**src/design/assert_macros.svh**
```systemverilog
// Assertion macros used by the sequencer top module
`ifndef ASSERT_MACROS_SVH
`define ASSERT_MACROS_SVH

`define AST_ALWAYS(lbl, expr, msg) \
	lbl: assert property (@(posedge clk) disable iff (!arst_n) (expr)) else $error(msg);

`define AST_SAME(lbl, ante, cons, msg) \
	lbl: assert property (@(posedge clk) disable iff (!arst_n) (ante) |-> (cons)) \
		else $error(msg);

`define AST_NEXT(lbl, ante, cons, msg) \
	lbl: assert property (@(posedge clk) disable iff (!arst_n) (ante) |=> (cons)) \
		else $error(msg);

`endif

```
**src/design/dcas_pkg.sv**
```systemverilog
// Types, codes and helper functions of the DMA channel address sequencer
package dcas_pkg;

	localparam logic [1:0] OP_LOAD  = 2'd0;
	localparam logic [1:0] OP_START = 2'd1;
	localparam logic [1:0] OP_STEP  = 2'd2;

	localparam logic [23:0] BLK_PAGE_MASK = 24'h40ff00;
	localparam logic [23:0] BLK_PAGE_VAL  = 24'h002100;
	localparam logic [23:0] BLK_DMA_MASK  = 24'h40ff80;
	localparam logic [23:0] BLK_DMA_VAL   = 24'h004300;
	localparam logic [23:0] BLK_REG_MASK  = 24'h40ffff;
	localparam logic [23:0] BLK_MDMA_VAL  = 24'h00420b;
	localparam logic [23:0] BLK_HDMA_VAL  = 24'h00420c;
	localparam logic [7:0]  B_OPEN_REG    = 8'h80;

	typedef struct packed {
		logic [1:0]  opcode;
		logic [2:0]  channel_sel;
		logic        b_to_a_dir;
		logic        fixed_address;
		logic        step_down;
		logic [2:0]  pattern_mode;
		logic [7:0]  b_base;
		logic [7:0]  src_bank;
		logic [15:0] src_address;
		logic [15:0] byte_count;
		logic [7:0]  enable_mask;
	} dcas_in_t;

	typedef struct packed {
		logic        idle;
		logic [2:0]  served_channel;
		logic [23:0] a_address;
		logic [7:0]  b_register;
		logic        b_to_a;
		logic        a_blocked;
		logic        b_open_bus;
		logic        channel_finished;
	} dcas_out_t;

	typedef struct packed {
		logic load;
		logic start;
		logic exec;
	} dcas_cmd_t;

	typedef struct packed {
		logic res_free;
	} dcas_stat_t;

	function automatic logic [1:0] pattern_offset(input logic [2:0] mode,
			input logic [1:0] phase);
		logic [1:0] off;
		case (mode) inside
			3'd1, 3'd5: off = {1'b0, phase[0]};
			3'd3, 3'd7: off = {1'b0, phase[1]};
			3'd4:       off = phase;
			default:    off = 2'd0;
		endcase
		return off;
	endfunction

	function automatic logic addr_blocked(input logic [23:0] a);
		return ((a & BLK_PAGE_MASK) == BLK_PAGE_VAL) ||
			((a & BLK_DMA_MASK) == BLK_DMA_VAL) ||
			((a & BLK_REG_MASK) == BLK_MDMA_VAL) ||
			((a & BLK_REG_MASK) == BLK_HDMA_VAL);
	endfunction

endpackage

```
**src/design/dcas_in_if.sv**
```systemverilog
// Request channel carrying load, start and step items
interface dcas_in_if import dcas_pkg::*; ();
	logic     valid;
	logic     ready;
	dcas_in_t data;

	modport source (output valid, output data, input ready);
	modport sink (input valid, input data, output ready);
endinterface

```
**src/design/dcas_out_if.sv**
```systemverilog
// Response channel carrying one bus transfer descriptor per step
interface dcas_out_if import dcas_pkg::*; ();
	logic      valid;
	logic      ready;
	dcas_out_t data;

	modport source (output valid, output data, input ready);
	modport sink (input valid, input data, output ready);
endinterface

```
**src/design/dma_channel_address_sequencer.sv**
```systemverilog
// Load and start items are applied as they are accepted; a step item moves the controller
// to its exec state, where the pick and address update are done and the descriptor is
// registered at the output, so a new item is taken only once the step has executed.
// A step waits in the exec state while the output register is full and not taken.
// Asynchronous active-low reset clears all channel settings, the active mask and
// the output valid.
`include "assert_macros.svh"

module dma_channel_address_sequencer import dcas_pkg::*; #(
	parameter int CHANNELS = 8
) (
	input logic clk,
	input logic arst_n,
	dcas_in_if.sink   req,
	dcas_out_if.source rsp
);

	dcas_cmd_t  cmd;
	dcas_stat_t stat;
	logic       step_xfer;
	logic       rsp_idle;
	logic       idle_clean;

	dcas_ctrl u_ctrl (
		.clk      (clk),
		.arst_n   (arst_n),
		.in_valid (req.valid),
		.opcode   (req.data.opcode),
		.in_ready (req.ready),
		.stat     (stat),
		.cmd      (cmd)
	);

	dcas_dpath #(
		.CHANNELS (CHANNELS)
	) u_dpath (
		.clk       (clk),
		.arst_n    (arst_n),
		.cmd       (cmd),
		.item      (req.data),
		.res_ready (rsp.ready),
		.stat      (stat),
		.res       (rsp.data),
		.res_valid (rsp.valid)
	);

	assign step_xfer  = req.valid && req.ready && (req.data.opcode == OP_STEP);
	assign rsp_idle   = rsp.valid && rsp.data.idle;
	assign idle_clean = (rsp.data.a_address == 24'd0) && !rsp.data.channel_finished;

	`AST_ALWAYS(a_cmd_onehot, $onehot0(cmd), "more than one datapath command at once")
	`AST_NEXT(a_step_busy, step_xfer, !req.ready, "step transfer not followed by busy")
	`AST_NEXT(a_exec_result, cmd.exec, rsp.valid, "executed step produced no result")
	`AST_SAME(a_idle_zero, rsp_idle, idle_clean, "idle result carries nonzero fields")

endmodule

```
**src/design/dcas_ctrl.sv**
```systemverilog
// Controller state machine: accepts items and sequences the step execution
module dcas_ctrl import dcas_pkg::*; (
	input  logic       clk,
	input  logic       arst_n,
	input  logic       in_valid,
	input  logic [1:0] opcode,
	output logic       in_ready,
	input  dcas_stat_t stat,
	output dcas_cmd_t  cmd
);

	typedef enum logic [1:0] {
		ST_IDLE = 2'b01,
		ST_EXEC = 2'b10
	} state_t;

	state_t state_q, state_d;
	logic   accept;

	assign in_ready = (state_q == ST_IDLE);
	assign accept   = in_valid && in_ready;

	always_comb begin
		state_d   = state_q;
		cmd.load  = 1'b0;
		cmd.start = 1'b0;
		cmd.exec  = 1'b0;
		unique case (state_q)
			ST_IDLE: begin
				cmd.load  = accept && (opcode == OP_LOAD);
				cmd.start = accept && (opcode == OP_START);
				if (accept && (opcode == OP_STEP)) begin
					state_d = ST_EXEC;
				end
			end
			ST_EXEC: begin
				if (stat.res_free) begin
					cmd.exec = 1'b1;
					state_d  = ST_IDLE;
				end
			end
			default: state_d = ST_IDLE;
		endcase
	end

	always_ff @(posedge clk or negedge arst_n) begin
		if (!arst_n) begin
			state_q <= ST_IDLE;
		end else begin
			state_q <= state_d;
		end
	end

endmodule

```
**src/design/dcas_dpath.sv**
```systemverilog
// Datapath: channel settings, priority pick, address generation, result register
module dcas_dpath import dcas_pkg::*; #(
	parameter int CHANNELS = 8
) (
	input  logic       clk,
	input  logic       arst_n,
	input  dcas_cmd_t  cmd,
	input  dcas_in_t   item,
	input  logic       res_ready,
	output dcas_stat_t stat,
	output dcas_out_t  res,
	output logic       res_valid
);

	localparam int IDX_W = (CHANNELS > 1) ? $clog2(CHANNELS) : 1;

	logic [CHANNELS-1:0] active_q;
	logic [CHANNELS-1:0] dir_q;
	logic [CHANNELS-1:0] fixed_q;
	logic [CHANNELS-1:0] down_q;
	logic [2:0]          pattern_q [CHANNELS];
	logic [7:0]          b_base_q  [CHANNELS];
	logic [7:0]          bank_q    [CHANNELS];
	logic [15:0]         addr_q    [CHANNELS];
	logic [15:0]         count_q   [CHANNELS];
	logic [1:0]          phase_q   [CHANNELS];

	dcas_out_t  res_q, res_d;
	logic       res_valid_q;
	logic       found;
	logic [IDX_W-1:0] pick;
	logic [IDX_W-1:0] widx;
	logic       load_hit;
	logic [23:0] cur_a;
	logic [7:0]  cur_b;
	logic [15:0] next_addr;

	assign widx     = item.channel_sel[IDX_W-1:0];
	assign load_hit = int'(item.channel_sel) < CHANNELS;

	always_comb begin
		found = 1'b0;
		pick  = '0;
		for (int i = CHANNELS - 1; i >= 0; i--) begin
			if (active_q[i]) begin
				found = 1'b1;
				pick  = IDX_W'(i);
			end
		end
	end

	assign cur_a = {bank_q[pick], addr_q[pick]};
	assign cur_b = b_base_q[pick] + {6'd0, pattern_offset(pattern_q[pick], phase_q[pick])};

	always_comb begin
		if (fixed_q[pick]) begin
			next_addr = addr_q[pick];
		end else if (down_q[pick]) begin
			next_addr = addr_q[pick] - 16'd1;
		end else begin
			next_addr = addr_q[pick] + 16'd1;
		end
	end

	always_comb begin
		res_d = '0;
		if (!found) begin
			res_d.idle = 1'b1;
		end else begin
			res_d.served_channel   = 3'(pick);
			res_d.a_address        = cur_a;
			res_d.b_register       = cur_b;
			res_d.b_to_a           = dir_q[pick];
			res_d.a_blocked        = addr_blocked(cur_a);
			res_d.b_open_bus       = dir_q[pick] && (cur_b == B_OPEN_REG);
			res_d.channel_finished = (count_q[pick] == 16'd1);
		end
	end

	always_ff @(posedge clk or negedge arst_n) begin
		if (!arst_n) begin
			active_q <= '0;
			dir_q    <= '0;
			fixed_q  <= '0;
			down_q   <= '0;
			for (int i = 0; i < CHANNELS; i++) begin
				pattern_q[i] <= '0;
				b_base_q[i]  <= '0;
				bank_q[i]    <= '0;
				addr_q[i]    <= '0;
				count_q[i]   <= '0;
				phase_q[i]   <= '0;
			end
		end else begin
			if (cmd.load && load_hit) begin
				dir_q[widx]     <= item.b_to_a_dir;
				fixed_q[widx]   <= item.fixed_address;
				down_q[widx]    <= item.step_down;
				pattern_q[widx] <= item.pattern_mode;
				b_base_q[widx]  <= item.b_base;
				bank_q[widx]    <= item.src_bank;
				addr_q[widx]    <= item.src_address;
				count_q[widx]   <= item.byte_count;
			end
			if (cmd.start) begin
				for (int i = 0; i < CHANNELS; i++) begin
					if (item.enable_mask[i]) begin
						active_q[i] <= 1'b1;
						phase_q[i]  <= '0;
					end
				end
			end
			if (cmd.exec && found) begin
				addr_q[pick]  <= next_addr;
				count_q[pick] <= count_q[pick] - 16'd1;
				phase_q[pick] <= phase_q[pick] + 2'd1;
				if (count_q[pick] == 16'd1) begin
					active_q[pick] <= 1'b0;
				end
			end
		end
	end

	always_ff @(posedge clk or negedge arst_n) begin
		if (!arst_n) begin
			res_valid_q <= 1'b0;
		end else if (cmd.exec) begin
			res_valid_q <= 1'b1;
		end else if (res_ready) begin
			res_valid_q <= 1'b0;
		end
	end

	always_ff @(posedge clk) begin
		if (cmd.exec) begin
			res_q <= res_d;
		end
	end

	assign stat.res_free = !res_valid_q || res_ready;
	assign res           = res_q;
	assign res_valid     = res_valid_q;

endmodule

```
**src/flat_wrapper.sv**
```systemverilog
// flat-port wrapper written by rule: the top's interface ports become plain ports
module dma_channel_address_sequencer_flat import dcas_pkg::*;
#(
	parameter int CHANNELS = 8
)
  (clk, arst_n, req_valid, req_data, req_ready, rsp_valid, rsp_data, rsp_ready);
  dcas_in_if req_i ();
  dcas_out_if rsp_i ();
  input logic clk;
  input logic arst_n;
  input wire logic [$bits(req_i.valid)-1:0] req_valid;
  input wire logic [$bits(req_i.data)-1:0] req_data;
  output wire logic [$bits(req_i.ready)-1:0] req_ready;
  output wire logic [$bits(rsp_i.valid)-1:0] rsp_valid;
  output wire logic [$bits(rsp_i.data)-1:0] rsp_data;
  input wire logic [$bits(rsp_i.ready)-1:0] rsp_ready;
  assign req_i.valid = req_valid;
  assign req_i.data = req_data;
  assign req_ready = req_i.ready;
  assign rsp_valid = rsp_i.valid;
  assign rsp_data = rsp_i.data;
  assign rsp_i.ready = rsp_ready;
  dma_channel_address_sequencer #(.CHANNELS(CHANNELS)) u_core (.clk(clk), .arst_n(arst_n), .req(req_i), .rsp(rsp_i));
endmodule
```
**config.mk**
```make
export PLATFORM = sky130hd
export DESIGN_NAME = dma_channel_address_sequencer_flat
export DESIGN_NICKNAME = d
export VERILOG_FILES = /design/src/design/dcas_pkg.sv /design/src/design/dcas_in_if.sv /design/src/design/dcas_out_if.sv /design/src/design/dma_channel_address_sequencer.sv /design/src/design/dcas_ctrl.sv /design/src/design/dcas_dpath.sv /design/src/flat_wrapper.sv
export VERILOG_INCLUDE_DIRS = /design/src /design/src/design
export SDC_FILE = /design/constraint.sdc
export NUM_CORES = 1
export LEC_CHECK = 0
export BUFFER_PORTS_ARGS = -buffer_cell sky130_fd_sc_hd__buf_4
export CORE_UTILIZATION = 30
export DETAILED_ROUTE_END_ITERATION = 6
export SKIP_CTS_REPAIR_TIMING = 1
export SYNTH_ARGS = -nofsm -noshare
export SYNTH_HDL_FRONTEND = slang
export SYNTH_HIERARCHICAL = 1
export SYNTH_SLANG_ARGS = --single-unit
```
**constraint.sdc**
```tcl
create_clock -name clk -period 6.09 [get_ports clk]
set_input_delay 0.9135 -clock clk [delete_from_list [all_inputs] [get_ports clk]]
set_output_delay 0.9135 -clock clk [all_outputs]
set_load 0.01 [all_outputs]
```
======== After elaboration in Yosys (flattened, before gate mapping) ========
Index checks and enable logic that the tools add are counted.
operators by class
  mux-type cells .......................... 104
  add/subtract/negate cells ............... 5
  bitwise logic cells ..................... 4
  reductions and logical operators ........ 20
  magnitude comparators ................... 8
  equal/unequal tests ..................... 17
operators with widths
  operator                                             count
  bitwise mux 128 bit                                  4
  two-way mux 128 bit                                  4
  two-way mux 16 bit                                   10
  bitwise mux 64 bit                                   2
  binary-select mux 16 bit (select 3 bit)              2
  demux 16 bit (select 3 bit)                          2
  two-way mux 8 bit                                    8
  binary-select mux 8 bit (select 3 bit)               2
  == test 17 x 15 -> 1 bit (second input constant)     2
  two-way mux 2 bit                                    17
  two-way mux 3 bit                                    11
  subtractor 16 x 1 -> 16 bit (second input constant)  2
  two-way mux 1 bit                                    26
  bitwise mux 24 bit                                   1
  bitwise mux 8 bit                                    3
  demux 8 bit (select 3 bit)                           1
  adder 16 x 1 -> 16 bit (second input constant)       1
  bitwise mux 16 bit                                   1
  == test 16 x 1 -> 1 bit (second input constant)      1
  == test 10 x 8 -> 1 bit (second input constant)      1
  logical AND 1 bit                                    10
  binary-select mux 1 bit (select 3 bit)               3
  binary-select mux 3 bit (select 3 bit)               1
  demux 3 bit (select 3 bit)                           1
  28 further kinds                                     42
word-level totals
  output and inout port bits .............. 42
  word-level logic and storage cells ...... 220
  register bits after elaboration ......... 499

======== Logic depth before layout (Yosys ltp) ========
  depth in word-level cells ............... 19
  depth in mapped cells ................... 22
  mapped depth without buffers ............ 17

======== By module ========
Netlist, hierarchy kept.
modules (own cells, without submodules)
  module      area each (µm²)  cells each  times used
  dcas_dpath  25585.8          2519        1
  dcas_ctrl   120.1            11          1

======== Least setup slack after synthesis ========
No wires, ideal clock.
  path kind ............................... register -> register
  from .................................... register u_core.u_dpath.active_q[5]
  to ...................................... register u_core/u_dpath/addr_q[110] (netlist bit)
  setup slack ............................. 1.072 ns
  buffers on the path ..................... 3
  clock period less this slack ............ 5.018 ns
  required time ........................... 5.948 ns
  stages on the path, launching flop included .. 19
  arrival time ............................ 4.877 ns
  path through ............................ dfrtp_1 buf_2 or2_1 o211ai_2 buf_2 buf_2 mux2i_1 o221ai_1 ha_1 a21o_1 a21oi_1 o21ai_0 a21oi_1 o21ai_0 a31oi_1 a2111oi_0 or3_1 a31oi_1 a21oi_1
on the way
  word-level cells in the longest chain between the ends .. 15
  elaborated cells between the ends (all ways) .. 32
  those cells by class .................... 2 x add/sub; 2 x order compare; 25 x mux; 1 x bitwise; 2 x reduce/logical
ends and longest elaborated chain
  what                                                                          RTL line                                              source
  start, declared                                                               dcas_dpath.sv:17                                      logic [CHANNELS-1:0] active_q;
  start signal, assigned                                                        dcas_dpath.sv:82                                      active_q <= '0;
  start signal, assigned by index                                               dcas_dpath.sv:108                                     active_q[i] <= 1'b1;
  start signal, assigned by index                                               dcas_dpath.sv:118                                     active_q[pick] <= 1'b0;
  two-way mux 3 bit (6 in a row)                                                dcas_dpath.sv:45                                      if (active_q[i]) begin
  NOT 3 -> 4 bit (not written as such)                                          -
  binary-select mux 16 bit (select 3 bit)                                       dcas_dpath.sv:57, dcas_dpath.sv:59, dcas_dpath.sv:61
  two-way mux 16 bit (not written as such) (2 in a row)                         dcas_dpath.sv:57, dcas_dpath.sv:59, dcas_dpath.sv:61
  adder 16 x 1 -> 16 bit / subtractor 16 x 1 -> 16 bit (equally long branches)  dcas_dpath.sv:61, dcas_dpath.sv:59
  two-way mux 16 bit                                                            dcas_dpath.sv:58                                      end else if (down_q[pick]) begin
  two-way mux 16 bit                                                            dcas_dpath.sv:56                                      if (fixed_q[pick]) begin
  bitwise mux 128 bit                                                           dcas_dpath.sv:114                                     addr_q[pick] <= next_addr;
  two-way mux 128 bit *                                                         dcas_dpath.sv:113                                     if (cmd.exec && found) begin
  end signal, assigned by index                                                 dcas_dpath.sv:102                                     addr_q[widx] <= item.src_address;
  end signal, assigned by index                                                 dcas_dpath.sv:114
  end, declared                                                                 dcas_dpath.sv:24                                      logic [15:0] addr_q [CHANNELS];
Every way passes the cells marked *; elsewhere a longest branch is shown, timed or not. The select of a mux whose other input is x is not followed.
A chain may end at the register's enable or synchronous reset.

======== Worst setup path after layout ========
  from .................................... register u_core.u_dpath.active_q[2]
  to ...................................... register u_core/u_dpath/addr_q[46] (netlist bit)
on the way
  word-level cells in the longest chain between the ends .. 12
  elaborated cells between the ends (all ways) .. 26
  those cells by class .................... 2 x add/sub; 2 x order compare; 19 x mux; 1 x bitwise; 2 x reduce/logical
ends and longest elaborated chain
  what                                                                          RTL line                            source
  two-way mux 3 bit * (3 in a row)                                              dcas_dpath.sv:45
  NOT 3 -> 4 bit *                                                              -
  binary-select mux 16 bit (select 3 bit) *                                     -
  two-way mux 16 bit * (2 in a row)                                             -
  net u_core.u_dpath.cur_a[2]                                                   dcas_dpath.sv:34                    logic [23:0] cur_a;
  adder 16 x 1 -> 16 bit / subtractor 16 x 1 -> 16 bit (equally long branches)  dcas_dpath.sv:61, dcas_dpath.sv:59
  two-way mux 16 bit *                                                          dcas_dpath.sv:58
  two-way mux 16 bit *                                                          dcas_dpath.sv:56
  bitwise mux 128 bit *                                                         dcas_dpath.sv:114
  two-way mux 128 bit *                                                         dcas_dpath.sv:113
Mark *: on every way through the listed nets, which the timed path passes. The rest lies on a longest branch. The select of a mux whose other input is x is not followed.

==> flow_summary.toml <==
[final_layout]
finalNetCount = 2677
fill_cells = 8402
areaGrowthSynthToFinish_pct = 16.33
layoutNonFillerInstCount = 3767
regArea_um2 = 12690
multiInputGateArea_um2 = 12290
n_antenna_cell = 0
drive_gt1_share_pct = 22.22

[global_routing]
use_met3_pct = 2.647
overflow = 0
top_usage_layer = "met2"
antenna_found_initial = 2
met2_usage_pct = 31.35
grt_pass1_wl_mm = 128.5
grt_pass1_vias = 20060
groute.usage.overall_pct = 19.42
met1_usage_pct = 26.46
grt_max_degree = 151

[clock_tree]
clkLatencyLatePin_ps = 630
clkTransAtPathRegs_ps = 60
cts_buffers = 55
cts_tree = "built"
cts_buffer_depth = 3
htree_levels = 2
root_buffer = "clkbuf_16"
numClockSinks = 499

[floorplanning]
die_x_um = 294.7
die_y_um = 294.7
initial_utilization_pct = 30.52
coreArea_um2 = 84220
die-area_um2 = 86860
ioPinCount = 113
rows = 106

[worst_setup_path]
ff2ff_path_depth = 18
rrSetupSlack_ps = 560
crit_path_start = "u_core/u_dpath/active_q[2]"
end_kind = "flip-flop"
criticalPathCategory = "reg -> reg"
r2r-start = "u_core/u_dpath/active_q[2]"
critPathRequiredTime_ps = 6550
critPathArrivalTime_ps = 5990
cp_max_fo = 19
worstSetupStartpointType = "flip-flop"

[placed_design]
gp_congestion = 0.9045
numPortBuffers = 112
dp_cells = 3663
hpwl_mm = 53.92

[timing]
tightest_slew_ps = 1188
fin_skew_ps = 27.43
hold_viol_final = 0
rsz0062_at_grt = "false"
final_max_slew_viol_count = 0
finalCriticalPeriod_ps = 5528
max_freq_mhz = 180.9
post-route-period-util_pct = 90.76
fin_setup_tns_ps = 0
setup_violations = 0
slew_headroom_pct = 20.79

[detailed_routing]
wl_per_cell_um = 22.52
drc_errors = 0
dr.pass1.iters = 6
antenna_left = 0
wl_mm = 84.85
vias = 20410
via_per_inst = 5.419
drtIter0Drc = 1851

[worst_hold_path]
hold_class = "in -> async"

[logic_synthesis]
async_flop_share_pct = 91.98
seq_area_frac_synth_pct = 49.36
synth.cell_area_um2 = 25710
synth_edf_count = 40
synth_seq_cells = 499
ys.flop_type = "dfrtp_1"
synth_cell_types = 80
syn_avg_cell_area_um2 = 10.16
synthesis.nets = 2621
syn_inst = 2530
yosysWarnings = 6

[power]
clockPowerShare_pct = 33.7
p_sw_share_pct = 31.98
p_seq_share_pct = 40.9
peakVddDrop_mv = 0.2460
p_int_mw = 7.195
p_leak_nw = 13.31
power_frac_comb_pct = 25.4
switchingPower_mw = 3.383
power.density_nw_per_um2 = 353.7

[job]
max_cap_viol_count = 0

[outcome]
run_status = "complete, no violations"
## logic make-up (layout without fill, tap and decap cells)
family | Yosys count | count (layout) | synth area share, %
AO/OA/AOI/OAI | 631 | 631 | 15.27
XOR/XNOR | 33 | 33 | 1.197
adder cells (fa/ha/maj) | 20 | 20 | 1.032
buffers and inverters | 216 | 319 | 3.349
flip-flops | 499 | 499 | 49.36
multiplexers | 407 | 407 | 17.12
AND/OR/NAND/NOR | 724 | 724 | 12.67
## final timing paths
check                                         endpoint
hold / removal             u_core/u_dpath/b_base_q[21]
setup reg to reg             u_core/u_dpath/addr_q[46]
hold reg to reg             u_core/u_dpath/phase_q[15]
setup / recovery             u_core/u_dpath/addr_q[46]
min in group clk            u_core/u_dpath/phase_q[15]
max in group asynchronous    u_core/u_dpath/addr_q[26]
## synth_stat cells (all sizes together), types with 10 or more instances
library cell / number / area, µm²
dfrtp: 458 / 11460
buf: 54 / 252.7
o221ai: 12 / 105.1
mux2: 261 / 2939
mux2i: 146 / 1461
a31oi: 21 / 131.4
clkbuf: 137 / 514.2
nand3: 27 / 140.1
nor3: 23 / 120.1
a211oi: 82 / 620.6
a21oi: 191 / 955.9
nand2: 352 / 1321
a21o: 23 / 172.7
nor4: 10 / 90.08
xor2: 11 / 96.34
ha: 18 / 225.2
nor2b: 72 / 452.9
xnor2: 22 / 211.5
a222oi: 18 / 180.2
o21ai: 176 / 884.6
inv: 23 / 86.33
edfxtp: 40 / 1201
nor2: 168 / 630.6
and2: 23 / 143.9
o22ai: 27 / 168.9
a22oi: 24 / 180.2
## flip-flops by register name, summed over array words and instances (netlist names), 16 cells and up
name,count
u_core/u_dpath/pattern_q,24
u_core/u_dpath/bank_q,64
u_core/u_dpath/b_base_q,64
u_core/u_dpath/res,40
u_core/u_dpath/phase_q,16
u_core/u_dpath/addr_q,128
u_core/u_dpath/count_q,128
## through the flow
| stage | utilization [%] | area, µm² | worst slack [ps] | power (mW) | hold WS, ps |
|---|---|---|---|---|---|
| after floorplan | - | 25710 | 1072 | 6.131 | 449.7 |
| final | 35.51 | 29900 | 562.5 | 10.58 | 274.7 |
| after CTS | 35.51 | 29900 | 655.6 | 10.62 | 290.7 |
| after global routing | 35.51 | 29900 | 128.8 | 11.09 | 322.8 |
| after global placement | 33.22 | 27970 | 749.3 | 7.007 | 467.9 |
| after detailed placement | 33.22 | 27970 | 658.7 | 7.030 | 473.4 |
## power groups by stage
stage          clock, mW  sequential, mW  combinational, mW
6_report            3.56            4.33               2.68
5_1_grt             3.74            4.39               2.96
4_1_cts             3.63            4.32               2.67
3_5_place_dp           0            4.37               2.66
3_3_place_gp           0            4.37               2.63
2_1_floorplan          0            4.24               1.89
## metal layers
layer | vias to the layer above | wire length, µm | share of wire [%]
met3 | 158 | 5339 | 6.3
met1 | 10300 | 36910 | 43
met4 | 2 | 2837 | 3.3
met2 | 775 | 39750 | 47
met5 | - | 12 | 0.014
li1 | 9180 | - | -
## area by class of cell
class / instances / share of cell area (%)
flip-flops and latches: 499 / 42.43
multi-input cells: 1815 / 41.09
clock buffers: 74 / 5.213
well taps: 1134 / 4.745
clock inverters: 30 / 1.247
repair buffers: 190 / 4.962
inverters: 25 / 0.3138
## worst max-delay path, cell delays in order (launching register included)
cell and delay, ps:
dfrtp_1 620, buf_4 370, nor2_1 130, nand2_1 160, nor2_2 50, buf_4 250
and3_1 180, nor4_1 560, ha_1 320, a21o_1 150, a21oi_1 90, o21ai_0 160
a21oi_1 110, o21ai_0 470, a31oi_1 210, a2111oi_0 510, o21ai_0 150, a31oi_1 700
a21oi_1 160
## layout by cell type (no fill, tap or decap), types with 5 or more instances in the layout
cell type  netlist  layout
and3_1           9       7
a22oi_1         24      24
nand2b_1         7       7
a221oi_1         7       7
dfrtp_1        458     458
clkbuf_16        0      56
a222oi_1        18      18
clkbuf_1       137       9
edfxtp_1        40      40
o221ai_1        12      11
xor2_1          11      11
xnor2_1         21      21
mux2i_1        146     146
a21oi_1        191     190
ha_1            18      18
bufinv_16        0       8
o21ai_0        166     166
inv_1           23      23
nand4b_1         5       5
o31ai_1          8       8
a211oi_1        81      81
nor2b_1         71      70
nand2_1        352     352
buf_4            4     185
nand3_1         26      26
a21o_1          23      23
clkinv_2         0      15
nor2_1         168     162
nor3_2           1       6
o21ai_1          9       8
nor4_1           7       7
clkbuf_8         0       9
o22ai_1         27      27
nand4_1          8       8
a31oi_1         21      21
nor3_1          22      17
a22o_1           7       7
and2_1          23      22
mux2_2         261     261
Note: power is estimated with default switching activity, not from simulation.
